**src/rtl/assert_macros.svh**
```systemverilog
`ifndef ASSERT_MACROS_SVH
`define ASSERT_MACROS_SVH

// Property checked on every rising edge, quiet while reset is high.
`define SAIS_ASSERT(lbl, clk, rst, prop) \
  lbl: assert property (@(posedge clk) disable iff (rst) prop) \
    else $error("sais assertion failed");

// Property checked on every rising edge, reset included.
`define SAIS_ASSERT_ALWAYS(lbl, clk, prop) \
  lbl: assert property (@(posedge clk) prop) \
    else $error("sais assertion failed");

`endif

```
**src/rtl/sais_pkg.sv**
```systemverilog
`timescale 1ns / 1ps
package sais_pkg;

  localparam int DEPTH   = 256;
  localparam int ADDR_W  = $clog2(DEPTH);
  localparam int COUNT_W = ADDR_W + 1;

  localparam logic [2:0] OP_APPEND = 3'd0;
  localparam logic [2:0] OP_INSERT = 3'd1;
  localparam logic [2:0] OP_DELETE = 3'd2;
  localparam logic [2:0] OP_SEARCH = 3'd3;
  localparam logic [2:0] OP_READ   = 3'd4;

  localparam logic [1:0] ST_OK       = 2'd0;
  localparam logic [1:0] ST_FULL     = 2'd1;
  localparam logic [1:0] ST_BADPOS   = 2'd2;
  localparam logic [1:0] ST_NOTFOUND = 2'd3;

  // datapath micro-operations
  localparam logic [4:0] DP_NONE         = 5'd0;
  localparam logic [4:0] DP_LOAD         = 5'd1;
  localparam logic [4:0] DP_APPEND       = 5'd2;
  localparam logic [4:0] DP_INS_PUT      = 5'd3;
  localparam logic [4:0] DP_RD_IDXM1     = 5'd4;
  localparam logic [4:0] DP_INS_WR       = 5'd5;
  localparam logic [4:0] DP_RD_IDXP1     = 5'd6;
  localparam logic [4:0] DP_DEL_WR       = 5'd7;
  localparam logic [4:0] DP_DEL_END      = 5'd8;
  localparam logic [4:0] DP_RD_POS       = 5'd9;
  localparam logic [4:0] DP_RD_LO        = 5'd10;
  localparam logic [4:0] DP_RD_HI_CAP_LO = 5'd11;
  localparam logic [4:0] DP_CAP_HI       = 5'd12;
  localparam logic [4:0] DP_P_LO         = 5'd13;
  localparam logic [4:0] DP_DIV_INIT     = 5'd14;
  localparam logic [4:0] DP_DIV_STEP     = 5'd15;
  localparam logic [4:0] DP_P_Q          = 5'd16;
  localparam logic [4:0] DP_RD_P         = 5'd17;
  localparam logic [4:0] DP_NARROW       = 5'd18;

  // result register updates
  localparam logic [2:0] RES_NONE  = 3'd0;
  localparam logic [2:0] RES_FULL  = 3'd1;
  localparam logic [2:0] RES_BAD   = 3'd2;
  localparam logic [2:0] RES_NF    = 3'd3;
  localparam logic [2:0] RES_DATA  = 3'd4;
  localparam logic [2:0] RES_FOUND = 3'd5;

  typedef struct packed {
    logic [2:0]         operation;
    logic signed [31:0] value;
    logic [7:0]         position;
  } req_t;

  typedef struct packed {
    logic [1:0]         status;
    logic [7:0]         found_position;
    logic signed [31:0] data_value;
    logic [8:0]         entry_count;
  } rsp_t;

  typedef struct packed {
    logic [4:0] dp;
    logic [2:0] res;
    logic       publish;
  } cmd_t;

  typedef struct packed {
    logic [2:0] op;
    logic       full;
    logic       pos_gt_cnt;
    logic       pos_ge_cnt;
    logic       win_ok;
    logic       in_range;
    logic       ends_eq;
    logic       div_last;
    logic       hit;
    logic       key_gt;
    logic       ins_at_pos;
    logic       del_last;
  } sts_t;

endpackage

```
**src/rtl/sais_controller.sv**
```systemverilog
`timescale 1ns / 1ps
`include "assert_macros.svh"
module sais_controller import sais_pkg::*; (
  input  logic clk,
  input  logic rst,
  input  logic req_valid,
  output logic req_ready,
  output logic rsp_valid,
  input  logic rsp_ready,
  input  sts_t sts,
  output cmd_t cmd
);

  localparam logic [3:0] S_IDLE    = 4'd0;
  localparam logic [3:0] S_DECODE  = 4'd1;
  localparam logic [3:0] S_INS_RD  = 4'd2;
  localparam logic [3:0] S_INS_WR  = 4'd3;
  localparam logic [3:0] S_DEL_CAP = 4'd4;
  localparam logic [3:0] S_DEL_RD  = 4'd5;
  localparam logic [3:0] S_DEL_WR  = 4'd6;
  localparam logic [3:0] S_RD_CAP  = 4'd7;
  localparam logic [3:0] S_SR_LOOP = 4'd8;
  localparam logic [3:0] S_SR_RLO  = 4'd9;
  localparam logic [3:0] S_SR_RHI  = 4'd10;
  localparam logic [3:0] S_SR_CHK  = 4'd11;
  localparam logic [3:0] S_SR_DIV  = 4'd12;
  localparam logic [3:0] S_SR_PRD  = 4'd13;
  localparam logic [3:0] S_SR_PCMP = 4'd14;
  localparam logic [3:0] S_DONE    = 4'd15;

  logic [3:0] state;
  logic [3:0] state_next;
  logic       rsp_valid_next;

  assign req_ready = (state == S_IDLE);

  always_comb begin
    state_next  = state;
    cmd.dp      = DP_NONE;
    cmd.res     = RES_NONE;
    cmd.publish = 1'b0;
    unique case (state)
      S_IDLE: begin
        if (req_valid) begin
          cmd.dp     = DP_LOAD;
          state_next = S_DECODE;
        end
      end
      S_DECODE: begin
        state_next = S_DONE;
        case (sts.op)
          OP_APPEND: begin
            if (sts.full) cmd.res = RES_FULL;
            else          cmd.dp  = DP_APPEND;
          end
          OP_INSERT: begin
            if (sts.full)            cmd.res = RES_FULL;
            else if (sts.pos_gt_cnt) cmd.res = RES_BAD;
            else                     state_next = S_INS_RD;
          end
          OP_DELETE: begin
            if (sts.pos_ge_cnt) begin
              cmd.res = RES_BAD;
            end else begin
              cmd.dp     = DP_RD_POS;
              state_next = S_DEL_CAP;
            end
          end
          OP_READ: begin
            if (sts.pos_ge_cnt) begin
              cmd.res = RES_BAD;
            end else begin
              cmd.dp     = DP_RD_POS;
              state_next = S_RD_CAP;
            end
          end
          OP_SEARCH: state_next = S_SR_LOOP;
          default:   state_next = S_DONE;
        endcase
      end
      // shift up from the top, one entry per S_INS_RD/S_INS_WR pass
      S_INS_RD: begin
        if (sts.ins_at_pos) begin
          cmd.dp     = DP_INS_PUT;
          state_next = S_DONE;
        end else begin
          cmd.dp     = DP_RD_IDXM1;
          state_next = S_INS_WR;
        end
      end
      S_INS_WR: begin
        cmd.dp     = DP_INS_WR;
        state_next = S_INS_RD;
      end
      S_DEL_CAP: begin
        cmd.res    = RES_DATA;
        state_next = S_DEL_RD;
      end
      S_DEL_RD: begin
        if (sts.del_last) begin
          cmd.dp     = DP_DEL_END;
          state_next = S_DONE;
        end else begin
          cmd.dp     = DP_RD_IDXP1;
          state_next = S_DEL_WR;
        end
      end
      S_DEL_WR: begin
        cmd.dp     = DP_DEL_WR;
        state_next = S_DEL_RD;
      end
      S_RD_CAP: begin
        cmd.res    = RES_DATA;
        state_next = S_DONE;
      end
      S_SR_LOOP: begin
        if (sts.win_ok) begin
          cmd.dp     = DP_RD_LO;
          state_next = S_SR_RLO;
        end else begin
          cmd.res    = RES_NF;
          state_next = S_DONE;
        end
      end
      S_SR_RLO: begin
        cmd.dp     = DP_RD_HI_CAP_LO;
        state_next = S_SR_RHI;
      end
      S_SR_RHI: begin
        cmd.dp     = DP_CAP_HI;
        state_next = S_SR_CHK;
      end
      S_SR_CHK: begin
        if (!sts.in_range) begin
          cmd.res    = RES_NF;
          state_next = S_DONE;
        end else if (sts.ends_eq) begin
          cmd.dp     = DP_P_LO;
          state_next = S_SR_PRD;
        end else begin
          cmd.dp     = DP_DIV_INIT;
          state_next = S_SR_DIV;
        end
      end
      // one quotient bit per cycle; probe address follows the last bit
      S_SR_DIV: begin
        cmd.dp = DP_DIV_STEP;
        if (sts.div_last) begin
          state_next = S_SR_PRD;
        end
      end
      S_SR_PRD: begin
        cmd.dp     = DP_P_Q;
        state_next = S_SR_PCMP;
      end
      S_SR_PCMP: begin
        if (sts.hit) begin
          cmd.res    = RES_FOUND;
          state_next = S_DONE;
        end else begin
          cmd.dp     = DP_NARROW;
          state_next = S_SR_LOOP;
        end
      end
      S_DONE: begin
        if (!rsp_valid || rsp_ready) begin
          cmd.publish = 1'b1;
          state_next  = S_IDLE;
        end
      end
      default: state_next = S_IDLE;
    endcase
  end

  always_comb begin
    rsp_valid_next = rsp_valid;
    if (cmd.publish) begin
      rsp_valid_next = 1'b1;
    end else if (rsp_ready) begin
      rsp_valid_next = 1'b0;
    end
  end

  always_ff @(posedge clk) begin
    if (rst) begin
      state     <= S_IDLE;
      rsp_valid <= 1'b0;
    end else begin
      state     <= state_next;
      rsp_valid <= rsp_valid_next;
    end
  end

  `SAIS_ASSERT(a_accept_to_decode, clk, rst, (req_valid && req_ready) |=> (state == S_DECODE))
  `SAIS_ASSERT(a_publish_shows, clk, rst, cmd.publish |=> (rsp_valid && state == S_IDLE))
  `SAIS_ASSERT(a_no_publish_over_pending, clk, rst,
    (rsp_valid && !rsp_ready) |-> !cmd.publish)

endmodule

```
**config.mk**
```make
export PLATFORM = sky130hd
export DESIGN_NAME = sais_controller
export DESIGN_NICKNAME = d
export VERILOG_FILES = /design/src/rtl/sais_pkg.sv /design/src/rtl/sais_controller.sv
export VERILOG_INCLUDE_DIRS = /design/src /design/src/rtl
export SDC_FILE = /design/constraint.sdc
export NUM_CORES = 1
export LEC_CHECK = 0
export ABC_AREA = 0
export BUFFER_PORTS_ARGS = -buffer_cell sky130_fd_sc_hd__buf_4
export CORE_MARGIN = 3
export CORE_UTILIZATION = 54
export DETAILED_ROUTE_END_ITERATION = 16
export GPL_ROUTABILITY_DRIVEN = 0
export GPL_TIMING_DRIVEN = 0
export MAX_ROUTING_LAYER = met4
export PLACE_DENSITY = 0.88
export SLEW_MARGIN = 20
export SYNTH_ARGS = -nofsm -noshare
export SYNTH_HDL_FRONTEND = slang
export SYNTH_SLANG_ARGS = --single-unit
```
**constraint.sdc**
```tcl
create_clock -name clk -period 2.3 [get_ports clk]
set_clock_uncertainty 0.1 [all_clocks]
set_input_delay 0.115 -clock clk [delete_from_list [all_inputs] [get_ports clk]]
set_output_delay 0.115 -clock clk [all_outputs]
set_load 0.05 [all_outputs]
```
# Yosys cells after proc, flatten, opt, wreduce, memory -nomap -nowiden
# Index checks and enable logic that the tools add are counted.
dict set report totals {
  memories 0
  ramBits 0
  reg_bits 5
  latch_bits 0
  romBits 0
  output_inout_bits 11
  word_cells 72
}
dict set report classes {
  mul 0
  n_shift 0
  n_bitwise 0
  order_cmp 0
  n_mux 39
  n_eq_ne 22
  reduce_logical 9
  div_mod_pow 0
  addsub 0
}
# operator n
set ops {}
lappend ops {{$pmux 5 s13} 1}
lappend ops {{$pmux 4 s15} 1}
lappend ops {{$mux 4} 14}
lappend ops {{$eq 4x4->1 const B} 8}
lappend ops {{$eq 4x3->1 const B} 4}
lappend ops {{$pmux 4 s4} 1}
lappend ops {{$pmux 3 s5} 1}
lappend ops {{$mux 2} 7}
lappend ops {{$mux 3} 4}
lappend ops {{$pmux 3 s3} 1}
lappend ops {{$eq 4x2->1 const B} 2}
lappend ops {{$pmux 4 s2} 1}
lappend ops {{$mux 1} 7}
lappend ops {{$eq 3x2->1 const B} 2}
lappend ops {{$ne 2x2->1 const B} 3}
lappend ops {{$reduce_or 2->1} 3}
lappend ops {{$mux 5} 1}
lappend ops {{$eq 4x1->1 const B} 1}
lappend ops {{$logic_not 4->1} 1}
lappend ops {{$eq 3x1->1 const B} 1}
lappend ops {{$eq 3x3->1 const B} 1}
lappend ops {{$logic_not 3->1} 1}
lappend ops {{$reduce_and 3->1} 1}
lappend ops {{$reduce_bool 2->1} 1}
lappend ops {{other kinds (2)} 2}

# Logic depth before layout (Yosys ltp)
# Gate-level depths: netlist of the first run.
dict set report depth {
  word_depth 5
  mapped_depth 6
}

# Worst setup path after synthesis of the first run
# Ideal clock, no wire load.
dict set report synth_timing {
  kind {register -> output}
  from {reg state[1]}
  to {out cmd[4] (netlist name)}
  required_ns 2.085
  path_slack_ns -0.376
  stages_incl_launch_ff 6
  arrival_ns 2.461
  cell_sequence {dfxtp_1 buf_6 or2_2 nor3_1 a21oi_1 nand3b_1}
}
# item line_no
set synth_rtl {}
lappend synth_rtl {{from (decl)} sais_controller.sv:31} ;# logic [3:0] state;
lappend synth_rtl {{from (signal assigned)} sais_controller.sv:189} ;# state <= state_next;
lappend synth_rtl {{to (decl)} sais_controller.sv:11} ;# output cmd_t cmd

==> metrics.md, run 1 <==
| Metric | Value |
|---|---|
| Status | `finished clean` |
| Initial antenna violation count | `0` |
| FP Rows | `13` |
| Post-Syn Nets | `142` |
| Sink Count | `5` |
| Main synth FF type | `dfxtp_1` |
| Largest net degree at the start of global routing | `11` |
| Initial Util | `0.618` |
| CTS tree | `yes` |
| Number of global-route vias before repair | `917` |
| Fillers | `a little over 100` |
| Placed Cells | `163` |
| # Post-CTS Setup Buffers | `0` |
| First-pass DRT Iterations | `4` |
| Crit-path max cell delay | `0.46 ns` |
| Nets | `172` |
| Routed len/inst | `16.5 microns` |
| Met3 wire length | `241 microns` |
| I/O Pins | `29` |
| Setup TNS | `0 ns` |
| Drt total wl | `around 2.8 mm` |
| Measured slew at the worst slew-check pin | `~0.52 ns` |
| Register bit total from synthesis | `5` |
| Detailed Place HPWL | `between 2 and 2.5 mm` |
| Root Driver | `clkbuf_4` |
| Maximum vdd drop | `between 0.8 and 0.9 mV` |
| GR Overflow Total | `0` |
| WP data required | `2.09 ns` |
| Final Total Pwr | `0.00169 W` |
| Final Instance Count excl. Fillers | `168` |
| Clock buffer depth | `2` |
| Async SR Flop Fraction | `0` |
| Port Buffers | `24` |
| Worst hold path type | `in2reg` |
| Final setup viols | `0` |
| Crit-path leading delay family | `buffers and inverters` |
| Min cycle time layout | `2.19 ns` |
| Fin. max-slew vios | `0` |
| Hold Slack | `0.0858 ns` |
| Category of the worst setup path capture point | `output pin` |
| Unique masters post-synth | `a little over 50` |
| Area Growth Syn to Fin | `28.9%` |
| RSZ-0062 raised after global routing | `false` |
| Cells after Synth | `124` |
| GRT Util Overall | `0.290` |
| Routed metal-1 wirelength | `1.13 mm` |
| Crit path DAT | `1.97 ns` |
| DP Worst Slack | `0.425 ns` |
| Final worst-path cycle share | `0.952` |
| Met2 WL | `1.36 mm` |
| Mapped cell area | `875 sq um` |
| Sequential share of the synthesized area | `0.114` |
| Max-cap viol count | `0` |
| Core box area | `~1400 sq um` |
| Die area | `2140 sq um` |
| CP max FO | `10` |
| Final worst slack | `~0.11 ns` |
| Worst-skew pair later-pin latency | `approximately 0.26 ns` |
| Pleak | `0.475 nW` |
| Uppermost routed layer | `met4` |
| Worst-path clk slew | `roughly 0.050 ns` |
| CP bufs+invs | `3` |
| DRC | `0` |
| Hold Fails Final Rpt | `0` |
| CTS H-tree lvls | `1` |
| CP startpoint kind | `register` |
| Pwr per Cell Area | `1500 nW/um^2` |
| Share of cells above drive strength 1 | `0.340` |
| Post-route ant nets | `0` |
| Die W | `46.2 microns` |
| Antenna cells | `0` |
| Vias post-DR | `roughly 1100` |
| Synth Area per Inst | `7.05 sq um` |
| FMAX | `457 MHz` |
| Critical path type | `reg2out` |
| Cell Chain, Critical Path | `buf_6 > buf_2 > nor3_1 > o21ai_0 > o31ai_2 > buf_4` |
| Slowest cell on crit path | `nor3_1` |
| Synth warn | `0` |
| Slew Limit Headroom | `0.652` |
| First-pass GRT wire length | `4.36 mm` |
| DR iter-0 viols | `83` |
| Die H | `46.2 microns` |
| TritonCTS Buffers | `3` |
| Cts repair resizes | `0` |
| Flop2flop setup slack | `0.58 ns` |
| Post-synth EDFFs | `0` |
| Via density | `6.68` |
through the flow:
| stage | util | instance area (sq um) |
|---|---|---|
| after CTS | 0.797 | 1130 |
| after global placement | 0.771 | 1090 |
| after floorplan | - | 892 |
| final | 0.797 | 1130 |
| after global routing | 0.797 | 1130 |
| after detailed placement | 0.771 | 1090 |
layer usage:
layer / GRT usage / vias to the layer above
met5: - / -
met2: 0.464 / 71
met4: 0.0852 / 0
met3: 0.0430 / 7
met1: 0.372 / 524
li1: - / 521
layout make-up:
cell class	instances	area, sq um	share of cell area
buffer	13	97.6	0.0866
multi-input combinational	99	668	0.593
timing repair buffer	25	190	0.169
clock buffer	4	26.3	0.0233
tap	15	18.8	0.0166
sequential	5	100	0.0888
inverter	7	26.3	0.0233
power breakdown:
part           internal [W]  total, W  switching (W)
Clock             0.0000663  0.000112      0.0000460
Sequential         0.000121  0.000150      0.0000288
Combinational      0.000524   0.00143       0.000902
sequential cells by signal, indices dropped and copies added, names as in the netlist:
signal,count
state,4
rsp_valid,1
layout by cell type, fill, tap and decap left out, types with 4 or more instances in the layout:
cell type / count
buf_2: 6
a31oi_1: 4
o21ai_0: 6
buf_6: 5
inv_1: 6
nor2_1: 9
buf_4: 25
nor2b_1: 4
dfxtp_1: 5
a21oi_1: 8
nand2_1: 11
worst reg2reg max path, stage by stage (launching register included):
cell,delay (ns)
dfxtp_1,0.30
buf_6,0.13
buf_2,0.18
nor3_1,0.46
a32oi_1,0.23
a221oi_2,0.25
final timing paths:
kind / from / to / cells past startpoint
worst max-delay path: state[3] / cmd[2] / 6
worst min-delay path: rsp_ready / rsp_valid / 4
worst max register to register: state[3] / state[0] / 5
worst min register to register: rsp_valid / rsp_valid / 3
Yosys cell counts (2+ instances only):
cell type / n / area share
nor4b_1: 2 / 0.020
o31ai_1: 2 / 0.017
nand2_1: 11 / 0.047
or2_2: 2 / 0.014
and2_1: 2 / 0.014
a21o_1: 2 / 0.017
a21oi_1: 8 / 0.046
inv_1: 6 / 0.026
o22ai_1: 3 / 0.021
nand2b_1: 3 / 0.021
a32oi_1: 3 / 0.030
dfxtp_1: 5 / 0.11
a31oi_1: 4 / 0.029
nand3b_1: 3 / 0.026
a211oi_1: 2 / 0.017
nor3_1: 4 / 0.023
buf_6: 5 / 0.064
nor2b_1: 4 / 0.029
o21ai_0: 6 / 0.034
nor2_1: 9 / 0.039
buf_2: 6 / 0.034
or3_1: 3 / 0.021
repair_timing:
item | in CTS | in global routing
endpoints found under the hold margin | 3 | 0
endpoints found under the setup margin | 0 | 0
hold buffers | 1 | 0
cell families (layout without fill, tap and decap cells):
family / count (synthesis) / count (layout) / share of synthesized area
DFF: 5 / 5 / 0.114
AOI/OAI and AO/OA: 46 / 46 / 0.376
xor gates and xnor gates: 2 / 2 / 0.0200
buffers and inverters: 20 / 49 / 0.142
muxes: 1 / 1 / 0.0257
and+or+nand+nor: 50 / 50 / 0.322
(Power assumes the default switching activity.)
==> run 2, diff against run 1 <==
--- a/config.mk
+++ b/config.mk
@@ -8,6 +8,7 @@
 export LEC_CHECK = 0
 export ABC_AREA = 0
 export BUFFER_PORTS_ARGS = -buffer_cell sky130_fd_sc_hd__buf_4
+export CAP_MARGIN = 25
 export CORE_MARGIN = 3
 export CORE_UTILIZATION = 54
 export DETAILED_ROUTE_END_ITERATION = 16
@@ -15,6 +16,7 @@
 export GPL_TIMING_DRIVEN = 0
 export MAX_ROUTING_LAYER = met4
 export PLACE_DENSITY = 0.88
+export RECOVER_POWER = 100
 export SLEW_MARGIN = 20
 export SYNTH_ARGS = -nofsm -noshare
 export SYNTH_HDL_FRONTEND = slang
==> run 2 against run 1 <==
Effect of this change: register-to-register slack about the same; via count fell by 0.53%; worst hold slack worse by 0.0030 ns; critical path type unchanged; largest cell class unchanged.
==> metrics.md, run 2 (synthesis results as in run 1) <==
| Metric | Value |
|---|---|
| CTS H-tree lvls | `1 (unchanged)` |
| Root Driver | `clkbuf_4` |
| # Post-CTS Setup Buffers | `0 (unchanged)` |
| Pwr per Cell Area | `1490 nW/um^2 (-0.79%)` |
| TritonCTS Buffers | `3 (unchanged)` |
| Crit-path leading delay family | `buffers and inverters` |
| Crit path DAT | `1.98 ns (about the same)` |
| Routed len/inst | `16.4 microns (-0.68%)` |
| Placed Cells | `163 (unchanged)` |
| First-pass GRT wire length | `4.36 mm (unchanged)` |
| Nets | `172 (unchanged)` |
| Slew Limit Headroom | `0.579 (-0.0728)` |
| Sink Count | `5 (unchanged)` |
| Hold Slack | `0.0828 ns (-0.00301 ns)` |
| CP startpoint kind | `register` |
| Final worst-path cycle share | `0.956 (+0.00379)` |
| Post-route ant nets | `0 (unchanged)` |
| Status | `finished clean` |
| Top flop regs | `state: 4 flops, rsp_valid: 1 flops` |
| Maximum vdd drop | `0.792 mV (-6.5%)` |
| FMAX | `455 MHz (-0.40%)` |
| GRT Util Overall | `0.290 (unchanged)` |
| Core box area | `1420 sq um (unchanged)` |
| FP Rows | `13 (unchanged)` |
| Max reg flops | `4 (unchanged)` |
| Worst Hold Launch | `rsp_ready` |
| Final setup viols | `0 (unchanged)` |
| Hold EP | `rsp_valid` |
| Worst hold path depth | `4 (unchanged)` |
| Fin. max-slew vios | `0 (unchanged)` |
| CP max FO | `10 (unchanged)` |
| Most frequent cells in the layout | `18 x buf_4, 11 x nand2_1, 9 x nor2_1` |
| R2R Path Start | `state[3]` |
| CP bufs+invs | `3 (unchanged)` |
| Antenna cells | `0 (unchanged)` |
| Pleak | `0.450 nW (-5.3%)` |
| Setup TNS | `0 ns (unchanged)` |
| DR iter-0 viols | `55 (-34%)` |
| Category of the worst setup path capture point | `output pin` |
| Worst r2r dst | `state[0]` |
| Worst-path clk slew | `0.05 ns (about the same)` |
| WP data required | `2.09 ns (about the same)` |
| Cell Chain, Critical Path | `buf_6 > buf_2 > nor3_1 > o21ai_0 > o31ai_2 > buf_4` |
| Worst-skew pair later-pin latency | `0.26 ns (about the same)` |
| WP depth | `6 (unchanged)` |
| Measured slew at the worst slew-check pin | `0.634 ns (+0.116 ns)` |
| Max-cap viol count | `0 (unchanged)` |
| Via density | `6.65 (-0.53%)` |
| Area Growth Syn to Fin | `24.2%` |
| Crit-path max cell delay | `0.47 ns (about the same)` |
| Initial antenna violation count | `0 (unchanged)` |
| Die H | `46.2 microns (unchanged)` |
| Clock buffer depth | `2 (unchanged)` |
| Final Instance Count excl. Fillers | `168 (unchanged)` |
| Min cycle time layout | `2.20 ns (+0.00872 ns)` |
| Final Total Pwr | `0.00161 W (-4.4%)` |
| Largest net degree at the start of global routing | `11 (unchanged)` |
| DRC | `0 (unchanged)` |
| Flop2flop setup slack | `0.58 ns (about the same)` |
| Worst hold path type | `in2reg` |
| Initial Util | `0.618 (unchanged)` |
| Slowest cell on crit path | `nor3_1` |
| Reg with most FFs | `state` |
| RSZ-0062 raised after global routing | `false` |
| Number of global-route vias before repair | `917 (unchanged)` |
| Drt total wl | `2.76 mm (-0.68%)` |
| Vias post-DR | `1117 (-0.53%)` |
| Hold Fails Final Rpt | `0 (unchanged)` |
| Critical path type | `reg2out` |
| Share of cells above drive strength 1 | `0.314 (-0.0261)` |
| Detailed Place HPWL | `2.15 mm (unchanged)` |
| GR Overflow Total | `0 (unchanged)` |
| I/O Pins | `29 (unchanged)` |
| CTS tree | `yes` |
| First-pass DRT Iterations | `4 (unchanged)` |
| Die area | `2140 sq um (unchanged)` |
| Die W | `46.2 microns (unchanged)` |
| Commonest non-fill, non-tap cell in the layout | `buf_4` |
| Fillers | `118 (+15%)` |
| Path depth of the worst reg2reg path | `5 (unchanged)` |
| Port Buffers | `24 (unchanged)` |
[run 2: cell types whose count changed in the layout (fill, tap and decap cells not counted), sizes merged]
cell,delta
buf,-9
clkbuf,+9
[run 2: metrics by stage]
step / setup WS, ns / util / area, sq um
CTS: 0.145 / 0.797 / 1130
global placement: 0.438 / 0.771 / 1090
detailed placement: 0.425 / 0.771 / 1090
floorplan: 0.126 / - / 892
global route: 0.0416 / 0.767 / 1090
finish: 0.102 / 0.767 / 1090
[run 2: worst max path at each step]
stage / start / endpoint / slack, ns
after CTS: state[3] / cmd[2] / 0.14
final: state[3] / cmd[2] / 0.10
after global placement: state[3] / cmd[2] / 0.44
after floorplan: state[1] / cmd[4] / 0.13
after global routing: state[3] / cmd[2] / 0.04
after detailed placement: state[3] / cmd[2] / 0.42
[run 2: repair_timing]
item,in CTS,in global routing
hold buffers,1,0
resized for setup,0,0
hold endpoints to repair,3,0
[run 2: cell type report]
cell class	count	area (sq um)	area share
clock buffers	4	26.3	0.0242
well taps	15	18.8	0.0173
repair buffers	25	170	0.157
flip-flops and latches	5	100	0.0922
inverters	7	26.3	0.0242
multi-input cells	99	661	0.608
plain buffers	13	83.8	0.0772
[run 2: layer usage]
metal	vias up	share of wire	wire (microns)	global-route usage
li1	519	-	-	-
met1	514	0.38	1060	0.372
met2	74	0.47	1310	0.464
met3	10	0.11	304	0.0430
met4	0	0.030	82	0.0852
met5	-	0	0	-
[run 2: where the power goes]
part	total, W	internal [W]	switching [W]	leakage [nW]
Combinational	0.00135	0.000459	0.000892	0.394
Clock	0.000114	0.0000664	0.0000476	0.0150
Sequential	0.000148	0.000121	0.0000266	0.0410
[run 2: worst register-to-register path, cell delays in order (launching register included)]
cell	delay (ns)
dfxtp_1	0.30
buf_6	0.13
buf_2	0.18
nor3_1	0.47
a32oi_1	0.22
a221oi_2	0.25
